### src/design/assert_macros.svh
// Assertion shorthands used by box_overlap_ratio.
`ifndef ASSERT_MACROS_SVH
`define ASSERT_MACROS_SVH

// Same-cycle implication, checked outside reset.
`define ASSERT_IMPLIES(lbl, ante, cons) \
  lbl: assert property (@(posedge clk) disable iff (rst) (ante) |-> (cons)) \
    else $error("box_overlap_ratio: implication check failed");

// Consequent expected a fixed number of cycles after the antecedent.
`define ASSERT_LATER(lbl, ante, n, cons) \
  lbl: assert property (@(posedge clk) disable iff (rst) (ante) |-> ##(n) (cons)) \
    else $error("box_overlap_ratio: latency check failed");

`endif

### src/design/bor_pkg.sv
package bor_pkg;

  localparam int COORD_BITS   = 12;
  localparam int FRAC_BITS    = 16;
  localparam int EDGE_BITS    = COORD_BITS + 1;
  localparam int AREA_BITS    = 2 * COORD_BITS;
  localparam int UNI_BITS     = AREA_BITS + 1;
  localparam int RATIO_BITS   = FRAC_BITS + 1;
  localparam int DIV_STAGES   = FRAC_BITS + 1;
  localparam int CFG_IDX_BITS = 2;
  localparam int QUEUE_DEPTH  = 2;
  localparam int QPTR_BITS    = $clog2(QUEUE_DEPTH);
  localparam int QCNT_BITS    = $clog2(QUEUE_DEPTH + 1);

  // front stages plus queue hand-over plus divider stages plus output register
  localparam int LATENCY = DIV_STAGES + 5;

  localparam logic [RATIO_BITS-1:0] RATIO_ONE = RATIO_BITS'(1) << FRAC_BITS;

  localparam logic [CFG_IDX_BITS-1:0] REG_REF_X = CFG_IDX_BITS'(0);
  localparam logic [CFG_IDX_BITS-1:0] REG_REF_Y = CFG_IDX_BITS'(1);
  localparam logic [CFG_IDX_BITS-1:0] REG_REF_W = CFG_IDX_BITS'(2);
  localparam logic [CFG_IDX_BITS-1:0] REG_REF_H = CFG_IDX_BITS'(3);

  typedef struct packed {
    logic [COORD_BITS-1:0] x;
    logic [COORD_BITS-1:0] y;
    logic [COORD_BITS-1:0] w;
    logic [COORD_BITS-1:0] h;
  } bor_box_t;

  // item handed from the front to the back
  typedef struct packed {
    logic [AREA_BITS-1:0] inter;
    logic [UNI_BITS-1:0]  uni;
    logic                 empty;
    logic                 last;
  } bor_item_t;

  // one stage of the divider pipeline
  typedef struct packed {
    logic                  valid;
    logic [UNI_BITS-1:0]   rem;
    logic [UNI_BITS-1:0]   uni;
    logic [RATIO_BITS-1:0] quo;
    logic                  empty;
    logic                  last;
  } bor_div_t;

  // one restoring step: returns {quotient bit, new remainder}
  function automatic logic [UNI_BITS:0] div_step(input logic [UNI_BITS-1:0] rem,
                                                 input logic [UNI_BITS-1:0] uni,
                                                 input logic din);
    logic [UNI_BITS:0] trial;
    logic [UNI_BITS:0] diff;
    trial = {rem, din};
    diff  = trial - {1'b0, uni};
    if (trial >= {1'b0, uni}) begin
      return {1'b1, diff[UNI_BITS-1:0]};
    end else begin
      return {1'b0, trial[UNI_BITS-1:0]};
    end
  endfunction

endpackage

### src/design/box_overlap_ratio.sv
// channel   dir  handshake              payload
// window    in   start && !busy         win_x, win_y, win_w, win_h, last_in
// result    out  done (one cycle)       overlap_ratio, empty_union, last_out
// config    in   cfg_we                 cfg_index, cfg_data
//
// One window per cycle; once taken, a window passes the front stages, the queue,
// the one-bit-per-stage divider and the output register to become a result.
// Three front stages (capture, extents, products) feed a two-entry queue that
// the divider drains every cycle, so the queue never fills and busy stays low.
// rst is synchronous: it clears the reference box to zero and drops all items.
// Results cannot be held off; done marks each for exactly one cycle.
`include "assert_macros.svh"

module box_overlap_ratio (
  input  logic                             clk,
  input  logic                             rst,
  input  logic                             start,
  output logic                             busy,
  input  logic [bor_pkg::COORD_BITS-1:0]   win_x,
  input  logic [bor_pkg::COORD_BITS-1:0]   win_y,
  input  logic [bor_pkg::COORD_BITS-1:0]   win_w,
  input  logic [bor_pkg::COORD_BITS-1:0]   win_h,
  input  logic                             last_in,
  input  logic                             cfg_we,
  input  logic [bor_pkg::CFG_IDX_BITS-1:0] cfg_index,
  input  logic [bor_pkg::COORD_BITS-1:0]   cfg_data,
  output logic                             done,
  output logic [bor_pkg::RATIO_BITS-1:0]   overlap_ratio,
  output logic                             empty_union,
  output logic                             last_out
);

  bor_pkg::bor_box_t  ref_box;
  bor_pkg::bor_item_t front_item;
  bor_pkg::bor_item_t queue_item;
  logic               push;
  logic               q_full;
  logic               q_valid;

  always_ff @(posedge clk) begin
    if (rst) begin
      ref_box <= '0;
    end else if (cfg_we) begin
      unique case (cfg_index)
        bor_pkg::REG_REF_X: ref_box.x <= cfg_data;
        bor_pkg::REG_REF_Y: ref_box.y <= cfg_data;
        bor_pkg::REG_REF_W: ref_box.w <= cfg_data;
        bor_pkg::REG_REF_H: ref_box.h <= cfg_data;
      endcase
    end
  end

  assign busy = q_full;

  bor_front u_front (
    .clk     (clk),
    .rst     (rst),
    .en      (!q_full),
    .accept  (start && !busy),
    .win_x   (win_x),
    .win_y   (win_y),
    .win_w   (win_w),
    .win_h   (win_h),
    .last_in (last_in),
    .ref_box (ref_box),
    .push    (push),
    .item    (front_item)
  );

  bor_queue u_queue (
    .clk   (clk),
    .rst   (rst),
    .push  (push),
    .din   (front_item),
    .pop   (q_valid),
    .full  (q_full),
    .valid (q_valid),
    .dout  (queue_item)
  );

  bor_back u_back (
    .clk           (clk),
    .rst           (rst),
    .valid         (q_valid),
    .item          (queue_item),
    .done          (done),
    .overlap_ratio (overlap_ratio),
    .empty_union   (empty_union),
    .last_out      (last_out)
  );

  `ASSERT_IMPLIES(a_empty_gives_zero, done && empty_union, overlap_ratio == '0)
  `ASSERT_IMPLIES(a_ratio_in_range, done, overlap_ratio <= bor_pkg::RATIO_ONE)
  `ASSERT_LATER(a_fixed_latency, start && !busy, bor_pkg::LATENCY, done)

endmodule

### src/design/bor_front.sv
module bor_front (
  input  logic                          clk,
  input  logic                          rst,
  input  logic                          en,
  input  logic                          accept,
  input  logic [bor_pkg::COORD_BITS-1:0] win_x,
  input  logic [bor_pkg::COORD_BITS-1:0] win_y,
  input  logic [bor_pkg::COORD_BITS-1:0] win_w,
  input  logic [bor_pkg::COORD_BITS-1:0] win_h,
  input  logic                          last_in,
  input  bor_pkg::bor_box_t             ref_box,
  output logic                          push,
  output bor_pkg::bor_item_t            item
);

  // stage 1: captured window
  logic                   v1;
  bor_pkg::bor_box_t      win1;
  logic                   last1;

  // stage 2: overlap extents
  logic                           v2;
  logic [bor_pkg::COORD_BITS-1:0] cols2;
  logic [bor_pkg::COORD_BITS-1:0] rows2;
  logic [bor_pkg::COORD_BITS-1:0] ww2;
  logic [bor_pkg::COORD_BITS-1:0] wh2;
  logic                           apart2;
  logic                           last2;

  // stage 3: areas
  logic                          v3;
  logic [bor_pkg::AREA_BITS-1:0] inter3;
  logic [bor_pkg::AREA_BITS-1:0] area_r3;
  logic [bor_pkg::AREA_BITS-1:0] area_w3;
  logic                          apart3;
  logic                          last3;

  logic [bor_pkg::EDGE_BITS-1:0] w_right, w_bottom, r_right, r_bottom;
  logic [bor_pkg::EDGE_BITS-1:0] min_right, min_bottom, max_left, max_top;
  logic [bor_pkg::EDGE_BITS-1:0] cols_full, rows_full;
  logic                          apart;
  logic [bor_pkg::UNI_BITS-1:0]  uni_sum;
  logic                          uni_zero;

  always_comb begin
    w_right  = bor_pkg::EDGE_BITS'(win1.x) + bor_pkg::EDGE_BITS'(win1.w);
    w_bottom = bor_pkg::EDGE_BITS'(win1.y) + bor_pkg::EDGE_BITS'(win1.h);
    r_right  = bor_pkg::EDGE_BITS'(ref_box.x) + bor_pkg::EDGE_BITS'(ref_box.w);
    r_bottom = bor_pkg::EDGE_BITS'(ref_box.y) + bor_pkg::EDGE_BITS'(ref_box.h);
    apart = (bor_pkg::EDGE_BITS'(ref_box.x) > w_right) ||
            (bor_pkg::EDGE_BITS'(ref_box.y) > w_bottom) ||
            (r_right < bor_pkg::EDGE_BITS'(win1.x)) ||
            (r_bottom < bor_pkg::EDGE_BITS'(win1.y));
    min_right  = (r_right < w_right) ? r_right : w_right;
    min_bottom = (r_bottom < w_bottom) ? r_bottom : w_bottom;
    max_left   = (ref_box.x > win1.x) ? bor_pkg::EDGE_BITS'(ref_box.x)
                                      : bor_pkg::EDGE_BITS'(win1.x);
    max_top    = (ref_box.y > win1.y) ? bor_pkg::EDGE_BITS'(ref_box.y)
                                      : bor_pkg::EDGE_BITS'(win1.y);
    // extents are bounded by either box's size once the boxes meet
    cols_full = min_right - max_left;
    rows_full = min_bottom - max_top;
  end

  always_ff @(posedge clk) begin
    if (rst) begin
      v1 <= 1'b0;
      v2 <= 1'b0;
      v3 <= 1'b0;
    end else if (en) begin
      v1 <= accept;
      v2 <= v1;
      v3 <= v2;
    end
  end

  always_ff @(posedge clk) begin
    if (en) begin
      if (accept) begin
        win1  <= '{x: win_x, y: win_y, w: win_w, h: win_h};
        last1 <= last_in;
      end
      cols2   <= cols_full[bor_pkg::COORD_BITS-1:0];
      rows2   <= rows_full[bor_pkg::COORD_BITS-1:0];
      ww2     <= win1.w;
      wh2     <= win1.h;
      apart2  <= apart;
      last2   <= last1;
      inter3  <= bor_pkg::AREA_BITS'(cols2) * bor_pkg::AREA_BITS'(rows2);
      area_w3 <= bor_pkg::AREA_BITS'(ww2) * bor_pkg::AREA_BITS'(wh2);
      area_r3 <= bor_pkg::AREA_BITS'(ref_box.w) * bor_pkg::AREA_BITS'(ref_box.h);
      apart3  <= apart2;
      last3   <= last2;
    end
  end

  // classify: apart or empty items go to the divider as 0 / 1
  always_comb begin
    uni_sum  = bor_pkg::UNI_BITS'(area_r3) + bor_pkg::UNI_BITS'(area_w3)
             - bor_pkg::UNI_BITS'(inter3);
    uni_zero = (uni_sum == '0);
    item.inter = (apart3 || uni_zero) ? '0 : inter3;
    item.uni   = (apart3 || uni_zero) ? bor_pkg::UNI_BITS'(1) : uni_sum;
    item.empty = !apart3 && uni_zero;
    item.last  = last3;
    push       = v3 && en;
  end

endmodule

### src/design/bor_queue.sv
module bor_queue (
  input  logic               clk,
  input  logic               rst,
  input  logic               push,
  input  bor_pkg::bor_item_t din,
  input  logic               pop,
  output logic               full,
  output logic               valid,
  output bor_pkg::bor_item_t dout
);

  bor_pkg::bor_item_t               mem [bor_pkg::QUEUE_DEPTH];
  logic [bor_pkg::QPTR_BITS-1:0]    wr_ptr;
  logic [bor_pkg::QPTR_BITS-1:0]    rd_ptr;
  logic [bor_pkg::QCNT_BITS-1:0]    count;
  logic                             do_pop;

  assign full   = (count == bor_pkg::QCNT_BITS'(bor_pkg::QUEUE_DEPTH));
  assign valid  = (count != '0);
  assign dout   = mem[rd_ptr];
  assign do_pop = pop && valid;

  always_ff @(posedge clk) begin
    if (push) begin
      mem[wr_ptr] <= din;
    end
  end

  always_ff @(posedge clk) begin
    if (rst) begin
      wr_ptr <= '0;
      rd_ptr <= '0;
      count  <= '0;
    end else begin
      if (push) begin
        wr_ptr <= (wr_ptr == bor_pkg::QPTR_BITS'(bor_pkg::QUEUE_DEPTH - 1)) ? '0
                                                                           : wr_ptr + 1'b1;
      end
      if (do_pop) begin
        rd_ptr <= (rd_ptr == bor_pkg::QPTR_BITS'(bor_pkg::QUEUE_DEPTH - 1)) ? '0
                                                                           : rd_ptr + 1'b1;
      end
      unique case ({push, do_pop})
        2'b10:   count <= count + 1'b1;
        2'b01:   count <= count - 1'b1;
        default: count <= count;
      endcase
    end
  end

endmodule

### src/design/bor_back.sv
module bor_back (
  input  logic                           clk,
  input  logic                           rst,
  input  logic                           valid,
  input  bor_pkg::bor_item_t             item,
  output logic                           done,
  output logic [bor_pkg::RATIO_BITS-1:0] overlap_ratio,
  output logic                           empty_union,
  output logic                           last_out
);

  localparam int LAST_STAGE = bor_pkg::DIV_STAGES - 1;

  bor_pkg::bor_div_t          st  [bor_pkg::DIV_STAGES];
  bor_pkg::bor_div_t          nxt [bor_pkg::DIV_STAGES];
  logic [bor_pkg::UNI_BITS:0] res [bor_pkg::DIV_STAGES];

  // one quotient bit per stage, MSB first; the numerator's only live bit
  // below the starting remainder is inter[0]
  always_comb begin
    res[0] = bor_pkg::div_step(bor_pkg::UNI_BITS'(item.inter >> 1), item.uni,
                               item.inter[0]);
    nxt[0].valid = valid;
    nxt[0].rem   = res[0][bor_pkg::UNI_BITS-1:0];
    nxt[0].uni   = item.uni;
    nxt[0].quo   = bor_pkg::RATIO_BITS'(res[0][bor_pkg::UNI_BITS]);
    nxt[0].empty = item.empty;
    nxt[0].last  = item.last;
    for (int i = 1; i < bor_pkg::DIV_STAGES; i++) begin
      res[i] = bor_pkg::div_step(st[i-1].rem, st[i-1].uni, 1'b0);
      nxt[i].valid = st[i-1].valid;
      nxt[i].rem   = res[i][bor_pkg::UNI_BITS-1:0];
      nxt[i].uni   = st[i-1].uni;
      nxt[i].quo   = {st[i-1].quo[bor_pkg::RATIO_BITS-2:0], res[i][bor_pkg::UNI_BITS]};
      nxt[i].empty = st[i-1].empty;
      nxt[i].last  = st[i-1].last;
    end
  end

  always_ff @(posedge clk) begin
    for (int i = 0; i < bor_pkg::DIV_STAGES; i++) begin
      if (rst) begin
        st[i] <= '0;
      end else begin
        st[i] <= nxt[i];
      end
    end
  end

  always_ff @(posedge clk) begin
    if (rst) begin
      done <= 1'b0;
    end else begin
      done <= st[LAST_STAGE].valid;
    end
  end

  always_ff @(posedge clk) begin
    overlap_ratio <= st[LAST_STAGE].quo;
    empty_union   <= st[LAST_STAGE].empty;
    last_out      <= st[LAST_STAGE].last;
  end

endmodule
### config.mk
export PLATFORM = sky130hd
export DESIGN_NAME = box_overlap_ratio
export DESIGN_NICKNAME = d
export VERILOG_FILES = /design/src/design/bor_pkg.sv /design/src/design/box_overlap_ratio.sv /design/src/design/bor_front.sv /design/src/design/bor_queue.sv /design/src/design/bor_back.sv
export VERILOG_INCLUDE_DIRS = /design/src /design/src/design
export SDC_FILE = /design/constraint.sdc
export NUM_CORES = 2
export LEC_CHECK = 0
export BUFFER_PORTS_ARGS = -buffer_cell sky130_fd_sc_hd__buf_2
export CORE_MARGIN = 5
export CORE_UTILIZATION = 67
export DETAILED_ROUTE_END_ITERATION = 10
export PLACE_DENSITY = 0.84
export SETUP_SLACK_MARGIN = 0.5
export SLEW_MARGIN = 20
export SYNTH_ARGS = -nofsm -noshare
export SYNTH_HDL_FRONTEND = slang
export SYNTH_HIERARCHICAL = 1
export SYNTH_SLANG_ARGS = --single-unit
### constraint.sdc
create_clock -name clk -period 10.5 [get_ports clk]
set_input_delay 0.525 -clock clk [delete_from_list [all_inputs] [get_ports clk]]
set_output_delay 0.525 -clock clk [all_outputs]
set_load 0.01 [all_outputs]
* After elaboration in Yosys (flattened, before gate mapping)
Memory sizes are Yosys's and may differ from the RTL's. A register that Yosys moved wholly into a read port is not among the register bits.
Index checks and enable logic that the tools add are counted.
** Operators by class
- Add/sub/neg operators :: 29
- Multiply operators :: 3
- Magnitude comparators :: 25
- Eq/ne operators :: 6
- Multiplexer cells :: 50
- Bitwise operators :: 18
- Reductions and logical operators :: 18
** Operators with widths (number)
- two-way mux 70 bit :: 17
- two-way mux 26 bit :: 17
- greater-or-equal comparator 26 x 25 -> 1 bit :: 16
- subtractor 25 bit :: 16
- multiplier 12 x 12 -> 24 bit :: 3
- adder 12 x 12 -> 13 bit :: 4
- two-way mux 12 bit :: 4
- > comparator 12 x 13 -> 1 bit :: 2
- less-than comparator 13 x 12 -> 1 bit :: 2
- less-than comparator 13 bit :: 2
- adder 24 x 24 -> 25 bit :: 1
- greater-or-equal comparator 24 x 25 -> 1 bit :: 1
- logical NOT 25 bit :: 1
- two-way mux 25 bit :: 1
- subtractor 24 x 25 -> 25 bit :: 1
- subtractor 25 x 24 -> 25 bit :: 1
- > comparator 12 bit :: 2
- two-way mux 24 bit :: 1
- subtractor 12 bit :: 2
- OR 1 bit :: 17
- AND reduction 2 bit :: 5
- two-way mux 1 bit :: 9
- equality test 2 bit, second input constant :: 4
- equality test 2 x 1 -> 1 bit, second input constant :: 2
- 10 further kinds :: 18
** Word-level totals
- Bits in registers :: 248
- Memory bits (writable) :: 1292
- Bits of input ports :: 67
- Output and inout bits :: 21
- Memories kept :: 2
** Memory list
- u_back.st :: depth 17, bits a word 70, read ports 17, clocked after Yosys merged registers in 0, write ports 17, line bor_back.sv:14 : bor_pkg::bor_div_t st [bor_pkg::DIV_STAGES];
- u_queue.mem :: depth 2, bits a word 51, read ports 1, clocked after Yosys merged registers in 1, write ports 1, line bor_queue.sv:12 : bor_pkg::bor_item_t mem [bor_pkg::QUEUE_DEPTH];

* Logic depth before layout (Yosys ltp)
- Depth after elaboration :: 5
- Depth in mapped cells :: 35

* Cells and area by module
Netlist, hierarchy kept.
** By module, submodules not included
- bor_back :: instances 1, cells an instance 5931, area an instance 50921.3 um2, seq. area each 20499.7 um2
- bor_front :: instances 1, cells an instance 2897, area an instance 27015.9 um2, seq. area each 5255.0 um2
- bor_queue :: instances 1, cells an instance 182, area an instance 3881.2 um2, seq. area each 3163.0 um2
- box_overlap_ratio :: instances 1, cells an instance 174, area an instance 1924.3 um2, seq. area each 960.9 um2

* Worst setup path before layout
OpenSTA, ideal clock, no wires.
- Path type :: reg-to-reg
- From :: register u_queue/count[0] (netlist name)
- To :: memory u_queue/mem[0][0] (netlist name) (enable)
- Library setup time :: 460 ps
- Arrival time :: 5778 ps
- Required time :: 10040 ps
- Setup slack :: 4263 ps
- Cell stages (with the launch flop) :: 6
- Path buffers :: 0
- Cell sequence :: dfxtp_1 > and2b_2 > inv_1 > and2_1 > inv_1 > nor2_1
** On the way
- Word-level cells in the longest chain between the ends :: 5
** Ends and longest elaborated chain
- start: declaration :: line bor_queue.sv:15 : logic [bor_pkg::QCNT_BITS-1:0] count;
- start signal: assignment :: line bor_queue.sv:44 : 2'b10: count <= count + 1'b1;
- start signal: assignment :: line bor_queue.sv:45 : 2'b01: count <= count - 1'b1;
- start signal: assignment :: line bor_queue.sv:46 : default: count <= count;
- equality test 2 bit :: line bor_queue.sv:18 : assign full = (count == bor_pkg::QCNT_BITS'(bor_pkg::QUEUE_DEPTH));
- via busy :: line box_overlap_ratio.sv:18 : output logic busy,
- logical NOT 1 bit :: line box_overlap_ratio.sv:58 : .en (!q_full),
- logical AND 1 bit :: line bor_front.sv:106 : push = v3 && en;
- via push :: line box_overlap_ratio.sv:36 : logic push;
- two-way mux 1 bit :: line bor_queue.sv:24 : if (push) begin
- two-way mux 1 bit (not written as such) :: line bor_queue.sv:25 : mem[wr_ptr] <= din;
- end: declaration :: line bor_queue.sv:12
The timed path passes the listed nets, and every way through them passes these cells.

* Final worst setup path
- From :: register, netlist name ref_box[1]
- To :: register u_front/rows2[10] (netlist name), data pin
** On the way
- Word-level cells in the longest chain between the ends :: 4
** Ends and longest elaborated chain
- adder 12 x 12 -> 13 bit (*) :: line bor_front.sv:49 : r_bottom = bor_pkg::EDGE_BITS'(ref_box.y) + bor_pkg::EDGE_BITS'(ref_box.h);
- less-than comparator 13 bit :: line bor_front.sv:55 : min_bottom = (r_bottom < w_bottom) ? r_bottom : w_bottom;
- two-way mux 12 bit (*) :: line bor_front.sv:55
- subtractor 12 bit (*) :: line bor_front.sv:62 : rows_full = min_bottom - max_top;
- via u_front.rows_full (one bit) :: line bor_front.sv:40 : logic [bor_pkg::EDGE_BITS-1:0] cols_full, rows_full;
- end signal: assignment :: line bor_front.sv:84 : rows2 <= rows_full[bor_pkg::COORD_BITS-1:0];
- end: declaration :: line bor_front.sv:24 : logic [bor_pkg::COORD_BITS-1:0] rows2;
The timed path passes the listed nets; every way through them passes the cells marked *.
A chain may end at the register's enable or synchronous reset.

==> results.toml <==
[place]
hpwl_um = 155000
portBuffers = 87
gp_congestion = 0.952

[detailed_routing]
wl_per_cell_um = 18.7
ant_nets = 0
via_per_inst = 5.84
route.detailed.drc = 0
vias = 63800
drtIter0Drc = 4399
firstDrtPassIters = 6
wirelength_um = 204000

[grt]
grt_max_degree = 225
grtUsageMet2_pct = 53.9
antenna_found_initial = 4
grt_overflow_total = 0
use_met3_pct = 4.38
grt_use_met1_pct = 35.1
busiest_layer = "met2"
grt_usage_pct = 30.5
grt_pass1_wl_um = 327000
grt_pass1_vias = 64700

[worst_setup_path]
r2r_slack_ns = 3.17
cp-startpoint = "ref_box[1]"
path_class = "reg -> reg"
critPathRequiredTime_ns = 11.01
endpoint_kind = "flip-flop"
reg2reg_depth = 29
cpPeakStageDelay_ns = 0.72
startpoint_type = "flip-flop"
worstPathArrival_ns = 7.85
worstReg2RegStart = "ref_box[1]"
critPathMostFrequentCell = "a21oi_1"
worst_path_max_delay_cell = "dfxtp_1"
worstPathMaxFanout = 14

[clock_tree]
clockBufferDepth = 3
cts-root-buf = "clkbuf_16"
holdBufCountCts = 48
cts_buffers = 143
clk-insertion-delay-late_ns = 0.79
cts_tree = "done"
h-tree-depth = 4
cts_setup_buffers = 0
clk_pin_slew_ns = 0.06
cts.sinks = 1355
cts.repair.resized = 0

[timing]
finClkSkew_ns = 0.0530
min_period_over_period_pct = 69.8
max_freq_mhz = 136
fin_setup_tns_ns = 0
relSlewSlack_pct = 33.7
drv_slew = 0
setup_viol = 0
min_period_ns = 7.33
rsz0062_at_grt = "no"
tightest_slew_ns = 0.995
hold_viol_final = 0

[floorplanning]
initial_utilization_pct = 67.6
die_x_um = 364
die_h_um = 364
die_area_mm2 = 0.132
ios = 88
rows = 129
coreArea_mm2 = 0.124

[synth]
ys_types = 109
ys.flop_type = "dfxtp_1"
synth_seq_cells = 1355
syn_nets = 10400
seq_area_frac_synth_pct = 35.7
netlist_area_mm2 = 0.0837
synthCells = 9184
synthArstFlopShare_pct = 0
ys_warn_count = 6
avgSynthCellArea_um2 = 9.12
synth_edf_count = 275

[finish]
final_layout_size_suffix_gt1_share_pct = 5.46
postLayoutCoreUtil_pct = 73.3
fillers = 8971
final_cell_mix = "nor2_1, inv_1, dfxtp_1"
nNetsFinal = 10400
layout_commonest_cell = "nor2_1"
syn2layout_area_growth_pct = 8.44

[status]
status = "finished, final reports clean"

[worst_hold_path]
hold_depth = 3
hp-class = "in -> reg"
min-delay-start = "cfg_data[11]"

[run]
maxCapViolCount = 0
[final cells by class]
class | count | area [um^2] | share of cell area (%)
multi-input cells | 6420 | 48500 | 53.4
flip-flops and latches | 1355 | 29900 | 32.9
inverters | 1089 | 4090 | 4.50
clock buffers | 187 | 3980 | 4.38
well taps | 1637 | 2050 | 2.26
repair buffers | 163 | 1250 | 1.38
clock inverters | 76 | 1030 | 1.14
diodes | 2 | 5.00 | 0.00551
[critical path, delay by kind of cell (launching register included)]
kind / cells / cell delay [ns]
compound gates: 14 / 2.89
xor+xnor: 2 / 0.48
fa+ha+maj: 5 / 1.88
buf+inv: 2 / 0.34
flops: 1 / 0.72
mux: 1 / 0.30
simple gates: 5 / 0.46
[cells by family after synthesis]
logic type / Yosys count / share of synthesized area (%)
mux: 326 / 4.01
buf+inv: 1409 / 6.50
compound gates: 1633 / 12.7
flops: 1355 / 35.7
xor+xnor: 451 / 4.74
fa+ha+maj: 1142 / 20.2
simple gates: 2868 / 16.2
[sequential cells by signal, indices dropped and copies added, names as in the netlist, 2 cells and up, named ones only]
name,cells
u_back/st,1004
u_queue/mem,102
ref_box,48
u_front/win1,48
u_front/area_r3,24
u_front/area_w3,24
u_front/inter3,24
u_back/overlap_ratio,17
u_front/cols2,12
u_front/rows2,12
u_front/wh2,12
u_front/ww2,12
u_queue/count,2
[per-layer routing]
metal | wire [um] | vias up
met5 | 13 | -
met4 | 13700 | 2
met3 | 10400 | 626
met2 | 101000 | 2068
met1 | 79600 | 30400
li1 | - | 30700
[stage by stage]
| step | instances | hold slack [ns] | setup WS [ns] | instance area (um^2) |
|---|---|---|---|---|
| final | 10900 | 0.126 | 3.17 | 90800 |
| after global routing | 10900 | 0.109 | 2.66 | 90800 |
| after CTS | 10900 | 0.0615 | 3.17 | 90700 |
| after detailed placement | 10600 | 0.313 | 3.24 | 85200 |
| after global placement | 10600 | 0.311 | 3.24 | 85200 |
| after floorplan | 9184 | 0.310 | 4.26 | 83700 |
[worst paths after layout]
path	end
hold reg to reg	u_back/overlap_ratio[11]
setup / recovery	u_front/rows2[10]
setup reg to reg	u_front/rows2[10]
hold / removal	ref_box[35]
[synth_stat cells, drive strengths merged (14+ instances only)]
master	n	share of area (%)
mux2i	262	3.1
a21o	224	2.0
nor4	19	0.16
a2111oi	17	0.22
ha	791	12
o21bai	44	0.41
or3	36	0.27
a31oi	53	0.40
a21oi	562	3.4
nor2b	311	2.3
a221oi	15	0.16
a211o	30	0.31
nor2	1110	5.0
a21boi	24	0.22
clkbuf	265	1.2
nand3	117	0.70
a211oi	72	0.67
o31a	27	0.28
inv	1089	4.9
o41ai	16	0.21
o211ai	29	0.26
o21a	102	0.91
dfxtp	1080	26
o21ai	259	1.6
and2	223	1.7
and3	51	0.38
and4	14	0.15
nor3	122	0.74
nand4	74	0.55
o31ai	25	0.23
buf	55	0.43
xnor2	315	3.3
nand2	588	2.6
nand2b	131	0.98
or2	26	0.19
mux2	64	0.87
xor2	136	1.4
edfxtp	275	9.9
fa	346	8.3
Power is not shown: default switching activity piles up to over one toggle a cycle in this logic, so the estimate is an artifact.
